==> config.mk <==
export PLATFORM = sky130hd
export DESIGN_NAME = lin_slave_frame_handler
export DESIGN_NICKNAME = d
export VERILOG_FILES = /design/src/lsfh_pkg.sv /design/src/lin_slave_frame_handler.sv /design/src/lsfh_ram.sv /design/src/lsfh_front.sv /design/src/lsfh_back.sv
export SDC_FILE = /design/constraint.sdc
export NUM_CORES = 2
export LEC_CHECK = 0
export BUFFER_PORTS_ARGS = -buffer_cell sky130_fd_sc_hd__buf_2
export CORE_ASPECT_RATIO = 1.75
export CORE_MARGIN = 5
export CORE_UTILIZATION = 25
export CTS_CLUSTER_DIAMETER = 30
export DETAILED_ROUTE_END_ITERATION = 12
export PLACE_DENSITY = 0.39
export SYNTH_ARGS = -nofsm -noshare
export SYNTH_HDL_FRONTEND = slang
export SYNTH_SLANG_ARGS = --single-unit
export TNS_END_PERCENT = 30
==> constraint.sdc <==
create_clock -name clk_i -period 15.2 [get_ports clk_i]
set_input_delay 1.52 -clock clk_i [delete_from_list [all_inputs] [get_ports clk_i]]
set_output_delay 1.52 -clock clk_i [all_outputs]
set_load 0.05 [all_outputs]
==> src/lsfh_pkg.sv <==
// Package for the LIN slave frame handler: codes, widths and shared types.
// Used by every module of the block but lsfh_ram; depends on nothing.
package lsfh_pkg;

  localparam int TableDepth   = 16;
  localparam int MaxDataBytes = 8;

  localparam logic [7:0] SyncByte = 8'h55;

  localparam logic [1:0] OpRxByte = 2'd0;
  localparam logic [1:0] OpTick   = 2'd1;
  localparam logic [1:0] OpWrite  = 2'd2;
  localparam logic [1:0] OpRead   = 2'd3;

  localparam logic [1:0] KindStatus = 2'd0;
  localparam logic [1:0] KindTx     = 2'd1;
  localparam logic [1:0] KindRead   = 2'd2;

  localparam logic [2:0] StProcessing = 3'd0;
  localparam logic [2:0] StValid      = 3'd1;
  localparam logic [2:0] StReplied    = 3'd2;
  localparam logic [2:0] StBadCksum   = 3'd3;
  localparam logic [2:0] StTimeout    = 3'd4;
  localparam logic [2:0] StNoMatch    = 3'd5;
  localparam logic [2:0] StSyncError  = 3'd6;

  localparam logic [1:0] RegMaxTime  = 2'd0;
  localparam logic [1:0] RegEntries  = 2'd1;
  localparam logic [1:0] RegCksmMode = 2'd2;

  typedef struct packed {
    logic [1:0]  opcode;
    logic [7:0]  rx_byte;
    logic [19:0] elapsed_us;
    logic [3:0]  entry_index;
    logic [7:0]  entry_pid;
    logic [3:0]  entry_len;
    logic        entry_sends;
    logic [63:0] entry_payload;
  } item_t;

  function automatic logic [7:0] add_carry(input logic [7:0] a, input logic [7:0] b);
    logic [8:0] s;
    s = {1'b0, a} + {1'b0, b};
    if (s > 9'd255) begin
      s = s - 9'd255;
    end
    return s[7:0];
  endfunction

endpackage

==> src/lin_slave_frame_handler.sv <==
// Top level of the LIN slave frame handler: register port, front queue, back end.
// Depends on lsfh_pkg, lsfh_front and lsfh_back.
//
//   Channel | Direction | Handshake          | Payload
//   in      | input     | in_valid/in_stall  | opcode .. entry_payload
//   out     | output    | out_valid/out_stall| kind .. got_checksum
//   apb     | input     | psel/penable/pready| three registers at 4*i
//
// A tick, a sync or checksum byte and a table write are done in the idle state; a data byte
// also passes SData, a table read SRdWt. An identifier byte steps through the entries in use
// up to the match, or past the last when none matches; a send frame then fetches the payload
// and gives one result per cycle while the output is not stalled.
// Reset is asynchronous and clears control only; the table holds nothing until written.
// Output stalls hold the result register and back up through the two-entry queue.
module lin_slave_frame_handler #(
  parameter int MaxDataBytes = lsfh_pkg::MaxDataBytes
) (
  input  logic        clk_i,
  input  logic        rst_ni,
  input  logic        psel,
  input  logic        penable,
  input  logic        pwrite,
  input  logic [3:0]  paddr,
  input  logic [31:0] pwdata,
  output logic [31:0] prdata,
  output logic        pready,
  input  logic        in_valid_i,
  output logic        in_stall_o,
  input  logic [1:0]  opcode_i,
  input  logic [7:0]  rx_byte_i,
  input  logic [19:0] elapsed_us_i,
  input  logic [3:0]  entry_index_i,
  input  logic [7:0]  entry_pid_i,
  input  logic [3:0]  entry_len_i,
  input  logic        entry_sends_i,
  input  logic [63:0] entry_payload_i,
  output logic        out_valid_o,
  input  logic        out_stall_i,
  output logic [1:0]  kind_o,
  output logic [2:0]  status_o,
  output logic [7:0]  tx_byte_o,
  output logic        last_o,
  output logic [3:0]  hit_index_o,
  output logic [63:0] read_payload_o,
  output logic [7:0]  got_checksum_o
);

  logic [19:0] max_time_q;
  logic [4:0]  entries_q;
  logic        cmode_q;
  logic [1:0]  reg_idx;
  logic        q_valid, q_pop;
  lsfh_pkg::item_t in_item, q_item;

  assign pready  = 1'b1;
  assign reg_idx = paddr[3:2];

  always_ff @(posedge clk_i or negedge rst_ni) begin
    if (!rst_ni) begin
      max_time_q <= 20'hFFFFF;
      entries_q  <= 5'd0;
      cmode_q    <= 1'b1;
    end else if (psel && penable && pwrite && paddr[1:0] == 2'd0) begin
      unique case (reg_idx)
        lsfh_pkg::RegMaxTime:  max_time_q <= pwdata[19:0];
        lsfh_pkg::RegEntries:  entries_q  <= pwdata[4:0];
        lsfh_pkg::RegCksmMode: cmode_q    <= pwdata[0];
        default: ;
      endcase
    end
  end

  always_comb begin
    unique case (reg_idx)
      lsfh_pkg::RegMaxTime:  prdata = {12'd0, max_time_q};
      lsfh_pkg::RegEntries:  prdata = {27'd0, entries_q};
      lsfh_pkg::RegCksmMode: prdata = {31'd0, cmode_q};
      default:               prdata = 32'd0;
    endcase
  end

  assign in_item = '{opcode: opcode_i, rx_byte: rx_byte_i, elapsed_us: elapsed_us_i,
                     entry_index: entry_index_i, entry_pid: entry_pid_i,
                     entry_len: entry_len_i, entry_sends: entry_sends_i,
                     entry_payload: entry_payload_i};

  lsfh_front u_front (
    .clk_i      (clk_i),
    .rst_ni     (rst_ni),
    .in_valid_i (in_valid_i),
    .in_stall_o (in_stall_o),
    .in_item_i  (in_item),
    .q_valid_o  (q_valid),
    .q_pop_i    (q_pop),
    .q_item_o   (q_item)
  );

  lsfh_back #(.MaxDataBytes(MaxDataBytes)) u_back (
    .clk_i            (clk_i),
    .rst_ni           (rst_ni),
    .q_valid_i        (q_valid),
    .q_pop_o          (q_pop),
    .q_item_i         (q_item),
    .max_frame_time_i (max_time_q),
    .entries_in_use_i (entries_q),
    .checksum_mode_i  (cmode_q),
    .out_valid_o      (out_valid_o),
    .out_stall_i      (out_stall_i),
    .kind_o           (kind_o),
    .status_o         (status_o),
    .tx_byte_o        (tx_byte_o),
    .last_o           (last_o),
    .hit_index_o      (hit_index_o),
    .read_payload_o   (read_payload_o),
    .got_checksum_o   (got_checksum_o)
  );

endmodule

==> src/lsfh_ram.sv <==
// Generic simple dual-port RAM (one write port, one read port) with registered read data.
// Stand-alone; used for the frame table payload store.
module lsfh_ram #(
  parameter int Width = 8,
  parameter int Depth = 16
) (
  input  logic                     clk_i,
  input  logic                     we_i,
  input  logic [$clog2(Depth)-1:0] waddr_i,
  input  logic [Width-1:0]         wdata_i,
  input  logic [$clog2(Depth)-1:0] raddr_i,
  output logic [Width-1:0]         rdata_o
);

  logic [Width-1:0] mem_q [Depth];

  always_ff @(posedge clk_i) begin
    if (we_i) begin
      mem_q[waddr_i] <= wdata_i;
    end
    rdata_o <= mem_q[raddr_i];
  end

endmodule

==> src/lsfh_front.sv <==
// Front end: a two-entry queue towards the back end.
// Depends on lsfh_pkg.
module lsfh_front (
  input  logic             clk_i,
  input  logic             rst_ni,
  input  logic             in_valid_i,
  output logic             in_stall_o,
  input  lsfh_pkg::item_t  in_item_i,
  output logic             q_valid_o,
  input  logic             q_pop_i,
  output lsfh_pkg::item_t  q_item_o
);

  lsfh_pkg::item_t slot_q [2];
  logic            rd_ptr_q, rd_ptr_d, wr_ptr_q, wr_ptr_d;
  logic [1:0]      cnt_q, cnt_d;
  logic            push;

  assign in_stall_o = (cnt_q == 2'd2);
  assign push       = in_valid_i && !in_stall_o;
  assign q_valid_o  = (cnt_q != 2'd0);
  assign q_item_o   = slot_q[rd_ptr_q];

  always_comb begin
    rd_ptr_d = rd_ptr_q;
    wr_ptr_d = wr_ptr_q;
    cnt_d    = cnt_q;
    if (push) begin
      wr_ptr_d = !wr_ptr_q;
    end
    if (q_pop_i && q_valid_o) begin
      rd_ptr_d = !rd_ptr_q;
    end
    cnt_d = cnt_q + {1'b0, push} - {1'b0, q_pop_i && q_valid_o};
  end

  always_ff @(posedge clk_i or negedge rst_ni) begin
    if (!rst_ni) begin
      rd_ptr_q <= 1'b0;
      wr_ptr_q <= 1'b0;
      cnt_q    <= 2'd0;
    end else begin
      rd_ptr_q <= rd_ptr_d;
      wr_ptr_q <= wr_ptr_d;
      cnt_q    <= cnt_d;
    end
  end

  always_ff @(posedge clk_i) begin
    if (push) begin
      slot_q[wr_ptr_q] <= in_item_i;
    end
  end

endmodule

==> src/lsfh_back.sv <==
// Back end: frame sequencer, frame table, identifier search and result register.
// Depends on lsfh_pkg and lsfh_ram.
module lsfh_back #(
  parameter int MaxDataBytes = lsfh_pkg::MaxDataBytes
) (
  input  logic            clk_i,
  input  logic            rst_ni,
  input  logic            q_valid_i,
  output logic            q_pop_o,
  input  lsfh_pkg::item_t q_item_i,
  input  logic [19:0]     max_frame_time_i,
  input  logic [4:0]      entries_in_use_i,
  input  logic            checksum_mode_i,
  output logic            out_valid_o,
  input  logic            out_stall_i,
  output logic [1:0]      kind_o,
  output logic [2:0]      status_o,
  output logic [7:0]      tx_byte_o,
  output logic            last_o,
  output logic [3:0]      hit_index_o,
  output logic [63:0]     read_payload_o,
  output logic [7:0]      got_checksum_o
);

  localparam int TableDepth = lsfh_pkg::TableDepth;
  localparam int Aw = (TableDepth > 1) ? $clog2(TableDepth) : 1;
  localparam int Cw = $clog2(TableDepth + 1);

  localparam logic [2:0] SIdle  = 3'd0;
  localparam logic [2:0] SRdWt  = 3'd1;
  localparam logic [2:0] SSrch  = 3'd2;
  localparam logic [2:0] SFetch = 3'd3;
  localparam logic [2:0] SSend  = 3'd4;
  localparam logic [2:0] SData  = 3'd5;

  localparam logic [1:0] PhSync = 2'd0;
  localparam logic [1:0] PhPid  = 2'd1;
  localparam logic [1:0] PhData = 2'd2;
  localparam logic [1:0] PhCksm = 2'd3;

  logic [2:0]  st_q, st_d;
  logic [1:0]  ph_q, ph_d;
  logic [Aw-1:0] cur_q, cur_d;
  logic [3:0]  bcnt_q, bcnt_d;
  logic [7:0]  sum_q, sum_d;
  logic [Cw-1:0] si_q, si_d;
  logic [3:0]  j_q, j_d;

  logic [7:0]  pid_q [TableDepth];
  logic [3:0]  len_q [TableDepth];
  logic        snd_q [TableDepth];

  logic        ov_q, ov_d;
  logic [1:0]  kind_q, kind_d;
  logic [2:0]  stat_q, stat_d;
  logic [7:0]  tx_q, tx_d;
  logic        last_q, last_d;
  logic [3:0]  hit_q, hit_d;
  logic [63:0] pay_q, pay_d;
  logic [7:0]  got_q, got_d;
  logic        use_ram_q, use_ram_d;

  logic        ram_we;
  logic [Aw-1:0] ram_wa, ram_ra;
  logic [63:0] ram_wd, ram_rd;

  lsfh_pkg::item_t it;
  logic        out_free, idx_ok;
  logic [Cw-1:0] lim;
  logic [Aw-1:0] idx, si_a;
  logic [3:0]  eff_len;
  logic [7:0]  pbyte;

  lsfh_ram #(.Width(64), .Depth(TableDepth)) u_ram (
    .clk_i   (clk_i),
    .we_i    (ram_we),
    .waddr_i (ram_wa),
    .wdata_i (ram_wd),
    .raddr_i (ram_ra),
    .rdata_o (ram_rd)
  );

  assign it       = q_item_i;
  assign out_free = !ov_q || !out_stall_i;
  assign idx      = it.entry_index[Aw-1:0];
  assign idx_ok   = ({28'd0, it.entry_index} < TableDepth);
  assign si_a     = si_q[Aw-1:0];
  assign lim      = ({27'd0, entries_in_use_i} > TableDepth) ? Cw'(TableDepth)
                                                             : Cw'(entries_in_use_i);

  always_comb begin
    eff_len = len_q[cur_q];
    if (eff_len == 4'd0) begin
      eff_len = 4'd1;
    end
    if ({28'd0, eff_len} > MaxDataBytes) begin
      eff_len = 4'(MaxDataBytes);
    end
    pbyte = ram_rd[8*j_q[2:0] +: 8];
  end

  always_comb begin
    st_d = st_q; ph_d = ph_q; cur_d = cur_q; bcnt_d = bcnt_q; sum_d = sum_q;
    si_d = si_q; j_d = j_q;
    ov_d = ov_q && out_stall_i;
    kind_d = kind_q; stat_d = stat_q; tx_d = tx_q; last_d = last_q;
    hit_d = hit_q; pay_d = pay_q; got_d = got_q; use_ram_d = use_ram_q;
    q_pop_o = 1'b0;
    ram_we = 1'b0; ram_wa = idx; ram_wd = it.entry_payload; ram_ra = idx;
    unique case (st_q)
      SIdle: begin
        if (q_valid_i && out_free) begin
          kind_d = lsfh_pkg::KindStatus; stat_d = lsfh_pkg::StProcessing;
          tx_d = 8'd0; last_d = 1'b1; hit_d = 4'd0; pay_d = 64'd0; got_d = 8'd0;
          use_ram_d = 1'b0;
          unique case (it.opcode)
            lsfh_pkg::OpWrite: begin
              q_pop_o = 1'b1;
              ram_we  = idx_ok;
            end
            lsfh_pkg::OpRead: begin
              q_pop_o = 1'b1;
              st_d = SRdWt;
              kind_d = lsfh_pkg::KindRead; hit_d = it.entry_index;
              use_ram_d = idx_ok;
            end
            default: begin
              if (it.elapsed_us > max_frame_time_i) begin
                q_pop_o = 1'b1; ov_d = 1'b1;
                stat_d = lsfh_pkg::StTimeout;
                ph_d = PhSync; bcnt_d = 4'd0; sum_d = 8'd0;
              end else if (it.opcode == lsfh_pkg::OpTick) begin
                q_pop_o = 1'b1; ov_d = 1'b1;
              end else begin
                unique case (ph_q)
                  PhSync: begin
                    q_pop_o = 1'b1; ov_d = 1'b1;
                    if (it.rx_byte == lsfh_pkg::SyncByte) begin
                      ph_d = PhPid;
                    end else begin
                      stat_d = lsfh_pkg::StSyncError;
                      bcnt_d = 4'd0; sum_d = 8'd0;
                    end
                  end
                  PhPid: begin
                    st_d = SSrch; si_d = '0;
                  end
                  PhData: begin
                    ram_ra = cur_q;
                    st_d = SData;
                  end
                  default: begin
                    q_pop_o = 1'b1; ov_d = 1'b1;
                    stat_d = (it.rx_byte == ~sum_q) ? lsfh_pkg::StValid
                                                    : lsfh_pkg::StBadCksum;
                    hit_d = 4'(cur_q); got_d = it.rx_byte;
                    ph_d = PhSync; bcnt_d = 4'd0; sum_d = 8'd0;
                  end
                endcase
              end
            end
          endcase
        end
      end
      SRdWt: begin
        if (use_ram_q) begin
          pay_d = ram_rd;
        end
        ov_d = 1'b1; st_d = SIdle;
      end
      SSrch: begin
        if (si_q >= lim) begin
          q_pop_o = 1'b1; ov_d = 1'b1; st_d = SIdle;
          stat_d = lsfh_pkg::StNoMatch;
          ph_d = PhSync; bcnt_d = 4'd0; sum_d = 8'd0;
        end else if (pid_q[si_a] == it.rx_byte) begin
          cur_d = si_a; bcnt_d = 4'd0;
          sum_d = checksum_mode_i ? it.rx_byte : 8'd0;
          if (snd_q[si_a]) begin
            ram_ra = si_a; j_d = 4'd0; st_d = SFetch;
          end else begin
            q_pop_o = 1'b1; ov_d = 1'b1; st_d = SIdle; ph_d = PhData;
          end
        end else begin
          si_d = si_q + Cw'(1);
        end
      end
      SFetch: begin
        ram_ra = cur_q; st_d = SSend;
      end
      SSend: begin
        ram_ra = cur_q;
        if (out_free) begin
          ov_d = 1'b1; hit_d = 4'(cur_q); last_d = 1'b0;
          kind_d = lsfh_pkg::KindTx; stat_d = lsfh_pkg::StProcessing;
          if (j_q < eff_len) begin
            tx_d = pbyte; sum_d = lsfh_pkg::add_carry(sum_q, pbyte);
            j_d = j_q + 4'd1;
          end else if (j_q == eff_len) begin
            tx_d = ~sum_q; j_d = j_q + 4'd1;
          end else begin
            kind_d = lsfh_pkg::KindStatus; stat_d = lsfh_pkg::StReplied;
            tx_d = 8'd0; last_d = 1'b1;
            q_pop_o = 1'b1; st_d = SIdle;
            ph_d = PhSync; bcnt_d = 4'd0; sum_d = 8'd0;
          end
        end
      end
      SData: begin
        ram_we = 1'b1; ram_wa = cur_q;
        ram_wd = ram_rd;
        ram_wd[8*bcnt_q[2:0] +: 8] = it.rx_byte;
        sum_d = lsfh_pkg::add_carry(sum_q, it.rx_byte);
        bcnt_d = bcnt_q + 4'd1;
        if (bcnt_d >= eff_len) begin
          ph_d = PhCksm;
        end
        q_pop_o = 1'b1; ov_d = 1'b1; st_d = SIdle;
      end
      default: st_d = SIdle;
    endcase
  end

  always_ff @(posedge clk_i or negedge rst_ni) begin
    if (!rst_ni) begin
      st_q <= SIdle; ph_q <= PhSync; cur_q <= '0; bcnt_q <= 4'd0; sum_q <= 8'd0;
      si_q <= '0; j_q <= 4'd0; ov_q <= 1'b0;
    end else begin
      st_q <= st_d; ph_q <= ph_d; cur_q <= cur_d; bcnt_q <= bcnt_d; sum_q <= sum_d;
      si_q <= si_d; j_q <= j_d; ov_q <= ov_d;
    end
  end

  always_ff @(posedge clk_i) begin
    kind_q <= kind_d; stat_q <= stat_d; tx_q <= tx_d; last_q <= last_d;
    hit_q <= hit_d; pay_q <= pay_d; got_q <= got_d; use_ram_q <= use_ram_d;
    if (st_q == SIdle && q_valid_i && out_free && it.opcode == lsfh_pkg::OpWrite
        && idx_ok) begin
      pid_q[idx] <= it.entry_pid;
      len_q[idx] <= it.entry_len;
      snd_q[idx] <= it.entry_sends;
    end
  end

  assign out_valid_o    = ov_q;
  assign kind_o         = kind_q;
  assign status_o       = stat_q;
  assign tx_byte_o      = tx_q;
  assign last_o         = last_q;
  assign hit_index_o    = hit_q;
  assign read_payload_o = pay_q;
  assign got_checksum_o = got_q;

endmodule

Word-level counts from Yosys, hierarchy flattened
Memory sizes are Yosys's and may differ from the RTL's. A register that Yosys moved wholly into a read port is not among the register bits.
Cells that the tools add are included.
{ "totals": {"regBits": 152, "mem_bits_rw": 1454, "output_inout_bits": 125, "word_cells": 294, "memories": 5} }
{ "classes": {"addsub": 10, "order_cmp": 8, "eq_ne": 44, "n_shift": 3, "n_mux": 152, "n_bitwise": 2, "n_reduce_logical": 48} }
{ "mem_list": {"columns": ["memory", "words", "width", "rd", "rd_clocked_by_memory_dff", "wr", "line_no", "text"], "rows": [
  ["u_back.u_ram.mem_q", 16, 64, 1, 1, 1, "lsfh_ram.sv:15", "logic [Width-1:0] mem_q [Depth];"],
  ["u_front.slot_q", 2, 111, 1, 0, 1, "lsfh_front.sv:14", "lsfh_pkg::item_t slot_q [2];"],
  ["u_back.pid_q", 16, 8, 1, 0, 1, "lsfh_back.sv:49", "logic [7:0] pid_q [TableDepth];"],
  ["u_back.len_q", 16, 4, 1, 0, 1, "lsfh_back.sv:50", "logic [3:0] len_q [TableDepth];"],
  ["u_back.snd_q", 16, 1, 1, 0, 1, "lsfh_back.sv:51", "logic snd_q [TableDepth];"]
]} }
{ "ops": {"columns": ["operator", "count"], "rows": [
  ["two-way mux 64 bit", 3],
  ["two-way mux 8 bit", 17],
  ["two-way mux 4 bit", 32],
  ["case mux 64 bit (2 select lines)", 1],
  ["bitwise mux 64 bit", 1],
  ["variable shift 8 x 34 -> 64 bit (first input constant)", 1],
  ["variable part select 64 x 7 -> 8 bit", 1],
  ["variable part select 8 x 34 -> 64 bit", 1],
  ["case mux 20 bit (3 select lines)", 1],
  ["two-way mux 3 bit", 16],
  ["two-way mux 5 bit", 8],
  ["two-way mux 2 bit", 19],
  ["negator 6 -> 34 bit", 1],
  ["two-way mux 1 bit", 32],
  ["case mux 4 bit (2 select lines)", 4],
  ["case mux 8 bit (2 select lines)", 2],
  ["case mux 8 bit (4 select lines)", 1],
  ["> comparator 20 bit", 1],
  ["adder 8 x 8 -> 9 bit", 2],
  ["> comparator 9 x 8 -> 1 bit (second input constant)", 2],
  ["!= test 2 bit (second input constant)", 9],
  ["case mux 3 bit (2 select lines)", 3],
  ["AND reduction 9 bit", 2],
  ["== test 8 bit", 2],
  ["54 further kinds", 105]
]} }

Longest topological paths before layout
An unclocked memory read counts as a cell.
{ "logic_depth": {"ltp_word": 12, "ltp_mapped": 21, "mapped_depth_nobuf": 18} }

Hierarchy
Synthesis repeated with hierarchy kept, for this count alone.
{ "hier_totals": {"cells_unflattened": 3617, "hier_area_um2": 67030.5} }
{ "by_module_without_submodules": {"columns": ["module", "instances", "cells_each", "area_each_um2", "seq_area_each_um2"], "rows": [
  ["lsfh_ram", 1, 1647, 39581.7, 32030.7],
  ["lsfh_back", 1, 1503, 17792.1, 9754.4],
  ["lsfh_front", 1, 363, 8229.1, 6766.5],
  ["lin_slave_frame_handler", 1, 104, 1427.6, 676.9]
]} }

Worst setup path after synthesis
No wires, ideal clock.
{ "synth_timing": {"path_kind": "in2reg", "startpoint": "in in_valid_i", "endpoint": "mem u_front.slot_q[0][0] (netlist name) (enable)", "setup_time_ns": 0.582, "t_arrival_ns": 6.225, "required_time_ns": 14.618, "slack_ns": 8.393, "path_stages": 2, "path_buffers": 0, "path_cell_list": "nand2_1 nor2_1"} }
{ "synth_via": {"elab_chain_len": 3} }
{ "synth_rtl": {"columns": ["item", "line_no", "text"], "rows": [
  ["start: declaration", "lin_slave_frame_handler.sv:27", "input logic in_valid_i,"],
  ["logical AND 1 bit", "lsfh_front.sv:20", "assign push = in_valid_i && !in_stall_o;"],
  ["two-way mux 1 bit", "lsfh_front.sv:50", "if (push) begin"],
  ["two-way mux 1 bit (not written as such)", "lsfh_front.sv:51", "slot_q[wr_ptr_q] <= in_item_i;"],
  ["end: declaration", "lsfh_front.sv:14", null]
]} }
Every way passes these cells.

Final worst setup path
{ "layout_timing": {"startpoint": "reg u_front.rd_ptr_q", "endpoint": "reg u_back.u_ram.rdata_o[53], read port of u_back.u_ram.mem_q"} }
{ "layout_via": {"elab_chain_len": 7, "word_cells_on_any_way": 16} }
{ "layout_rtl": {"columns": ["item", "line_no", "text"], "rows": [
  ["start: declaration", "lsfh_front.sv:15", "logic rd_ptr_q, rd_ptr_d, wr_ptr_q, wr_ptr_d;"],
  ["start signal: assignment", "lsfh_front.sv:43", "rd_ptr_q <= rd_ptr_d;"],
  ["memory read (2 x 111 bit) *", null, null],
  ["branches (longest 5 deep; another with > comparator 20 bit)", null, null],
  ["case mux 4 bit (3 select lines) *", "lsfh_back.sv:110", "unique case (st_q)"],
  ["end: declaration", "lsfh_ram.sv:12", "output logic [Width-1:0] rdata_o"]
]} }
Every way passes the cells marked *.
A chain may end at the register's enable or synchronous reset.

==> flow_summary.yaml <==
power:
  max-vdd-ir-drop_mv: 0.302
  clkPwrFrac: 0.332
  switching_share: 0.388
  netSwitchingPower_mw: 8.19
  internal-power_mw: 12.9
  p_comb_frac: 0.354
  power_density_nw_per_um2: 249
  p_leak_nw: 29.4
  total_power_mw: 21.1
  power_frac_seq: 0.314
grt:
  grtUsageMet1: 0.203
  grt-busiest-layer: "met2"
  grt_overflow: 0
  grt_max_degree: 167
  grt_usage: 0.167
  grt_util_met3: 0.0280
  grt_pass1_vias: 42700
  grtUsageMet2: 0.297
  grt_antenna_before_repair: 40
  grt_pass1_wl_um: 340000
yosys:
  synth_edf_count: 1545
  synth_top_cell_by_area: "edfxtp_1"
  async_reset_ff_frac: 0.0365
  synth_top_area_frac: 0.677
  syn_area_per_cell_um2: 15.5
  synth-seq-cells: 1670
  netlist_top_cells_area: "edfxtp_1 68%, mux2i_1 3.4%, a211oi_1 2.8%"
  ys.warnings.count: 0
  synthCells: 4423
  seq_area_frac_synth: 0.719
  synthFlopType: "edfxtp_1"
  yosysUniqueCellTypes: 78
  netlist_area_um2: 68500
timing:
  rsz0062_at_grt: "false"
  min_period_ps: 8840
  tightest_slew_ps: 1300
  fin_worst_skew_ps: 70.3
  fmax_mhz: 113
  setup_ws_ps: 6360
  slew_viol_final: 0
  hold_slack_ps: 441
  hold_violations: 0
  post-route-period-util: 0.582
  timing.slew.headroom: 0.132
  setup_viol: 0
  tns_ps: 0
clock_network:
  cts_tree: "done"
  htree_num_levels: 5
  holdBufCountCts: 0
  clkSlewWorstSetupHoldPaths_ps: 50
  root_buffer: "clkbuf_16"
  postCtsSetupRepairBufs: 0
  clkLatencyLatePin_ps: 870
  clock_sinks: 1670
  cts.path.max_buffers: 4
  ctsResizeCount: 0
  cts_buffers: 320
worst_setup_path:
  required_ps: 15900
  worstReg2RegStart: "u_front.rd_ptr_q"
  r2r_end: "u_back.u_ram.rdata_o[53]"
  r2r_setup_slack_ps: 6360
  end_kind: "flip-flop"
  rr_worst_depth: 17
  crit_path_max_fanout: 65
  cp-start-kind: "flip-flop"
  critical_path_arrival_ps: 9550
  critical_path_class: "flip-flop to flip-flop"
cells_and_area:
  layout_common_cells: "1545 x edfxtp_1, 325 x clkbuf_16, 261 x and3_1, 258 x a211oi_1, 252 x buf_2"
  final_common_cell: "edfxtp_1"
  fillers: 26800
  drive_above_1_share: 0.217
  finish.utilization: 0.310
  nets: 5016
  multi_input_area_um2: 17900
  regArea_um2: 49200
  area_growth_pct: 23.8
drt:
  drtIter0Drc: 3227
  viasPerCell: 4.86
  ant_nets: 0
  wl_per_cell_um: 28.4
  drc: 0
  num_vias: 42000
  firstDrtPassIters: 6
  totalWireLength_um: 246000
job:
  maxCapViolCount: 0
die:
  die_w_um: 406
  boundaryPins: 279
  coreArea_um2: 273000
  start_util: 0.251
  fp.dieH_um: 702
  die-area_um2: 285000
  row_count: 254
placed_design:
  gp_congestion: 0.801
  hpwl_um: 147000
  portBuffers: 253
  dp_slack_ps: 6070
status:
  status: "finished, final reports clean"
worst_hold_path:
  hp-class: "input port to asynchronous set/reset pin"
-- worst max-delay path: stages, from the launching register on --
cell	delay, ps
dfrtp_4	900
mux2_2	410
ha_1	300
nand4_1	210
nor4_1	800
a221oi_1	170
o2111ai_1	370
buf_4	290
a211oi_1	140
o31ai_1	530
nand2_4	350
nand2_4	630
buf_4	900
buf_4	870
buf_4	720
mux2i_1	280
a221oi_1	120
or3_1	420
-- cell families after synthesis --
group / share of synthesized area
adders and majority gates: 0.0121
and+or+nand+nor: 0.0698
xor gates and xnor gates: 0.00448
muxes: 0.0690
other: 0.000110
AOI/OAI and AO/OA: 0.101
buffers and inverters: 0.0248
DFF: 0.719
-- power by group through the flow --
stage          sequential [mW]  clock (mW)  combinational [mW]
2_1_floorplan             6.81           0                4.53
3_3_place_gp              6.73           0                7.55
3_5_place_dp              6.73           0                7.60
4_1_cts                   6.65        7.16                7.62
5_1_grt                   6.67        7.37                8.08
6_report                  6.63        7.02                7.48
-- worst max path at each step --
stage,startpoint,end,depth (start not counted)
after global routing,u_front.rd_ptr_q,u_back.u_ram.rdata_o[53],16
after CTS,u_front.rd_ptr_q,u_back.u_ram.rdata_o[53],16
after detailed placement,u_front.rd_ptr_q,u_back.u_ram.rdata_o[53],16
final,u_front.rd_ptr_q,u_back.u_ram.rdata_o[53],17
after global placement,u_front.rd_ptr_q,u_back.u_ram.rdata_o[53],17
after floorplan,in_valid_i,u_front.slot_q[0][0],2
-- sequential cells by signal (all words and copies together) (netlist names), 5 cells and up --
signal	count
u_back.si_q	5
u_back.got_checksum_o	8
u_back.u_ram.rdata_o	64
u_back.sum_q	8
u_back.snd_q	16
u_back.u_ram.mem_q	1024
max_time_q	20
u_front.slot_q	222
u_back.pid_q	128
u_back.tx_byte_o	8
u_back.read_payload_o	64
u_back.len_q	64
entries_q	5
-- routing by layer --
| layer | vias up | share of wire |
|---|---|---|
| li1 | 18400 | - |
| met1 | 21800 | 0.40 |
| met4 | 28 | 0.039 |
| met3 | 439 | 0.054 |
| met5 | - | 0.00071 |
| met2 | 1353 | 0.51 |
-- through the flow --
step	cells	cell area (µm²)
detailed placement	8059	74100
CTS	8640	84700
global route	8641	84700
floorplan	4434	68500
finish	8651	84800
global placement	8059	74100
-- cell usage after synthesis, drive strengths merged (65+ instances only) --
library cell and count:
a211oi 259, o32ai 65, nor2 121, and2 76, clkbuf 213, nand2 230, edfxtp 1545, a21boi 67
and3 262, buf 117, o311ai 66, or3 70, inv 67, mux2i 239, mux2 77, a221oi 130
a21oi 227
-- layout make-up --
cell class | count | share of cell area
multi-input combinational | 2365 | 0.211
sequential | 1670 | 0.581
inverter | 69 | 0.00306
timing repair buffer | 371 | 0.0260
clock inverter | 194 | 0.0252
clock buffer | 387 | 0.100
antenna | 11 | 0.000325
tap | 3584 | 0.0529
Power figures use the tool's default switching activity.
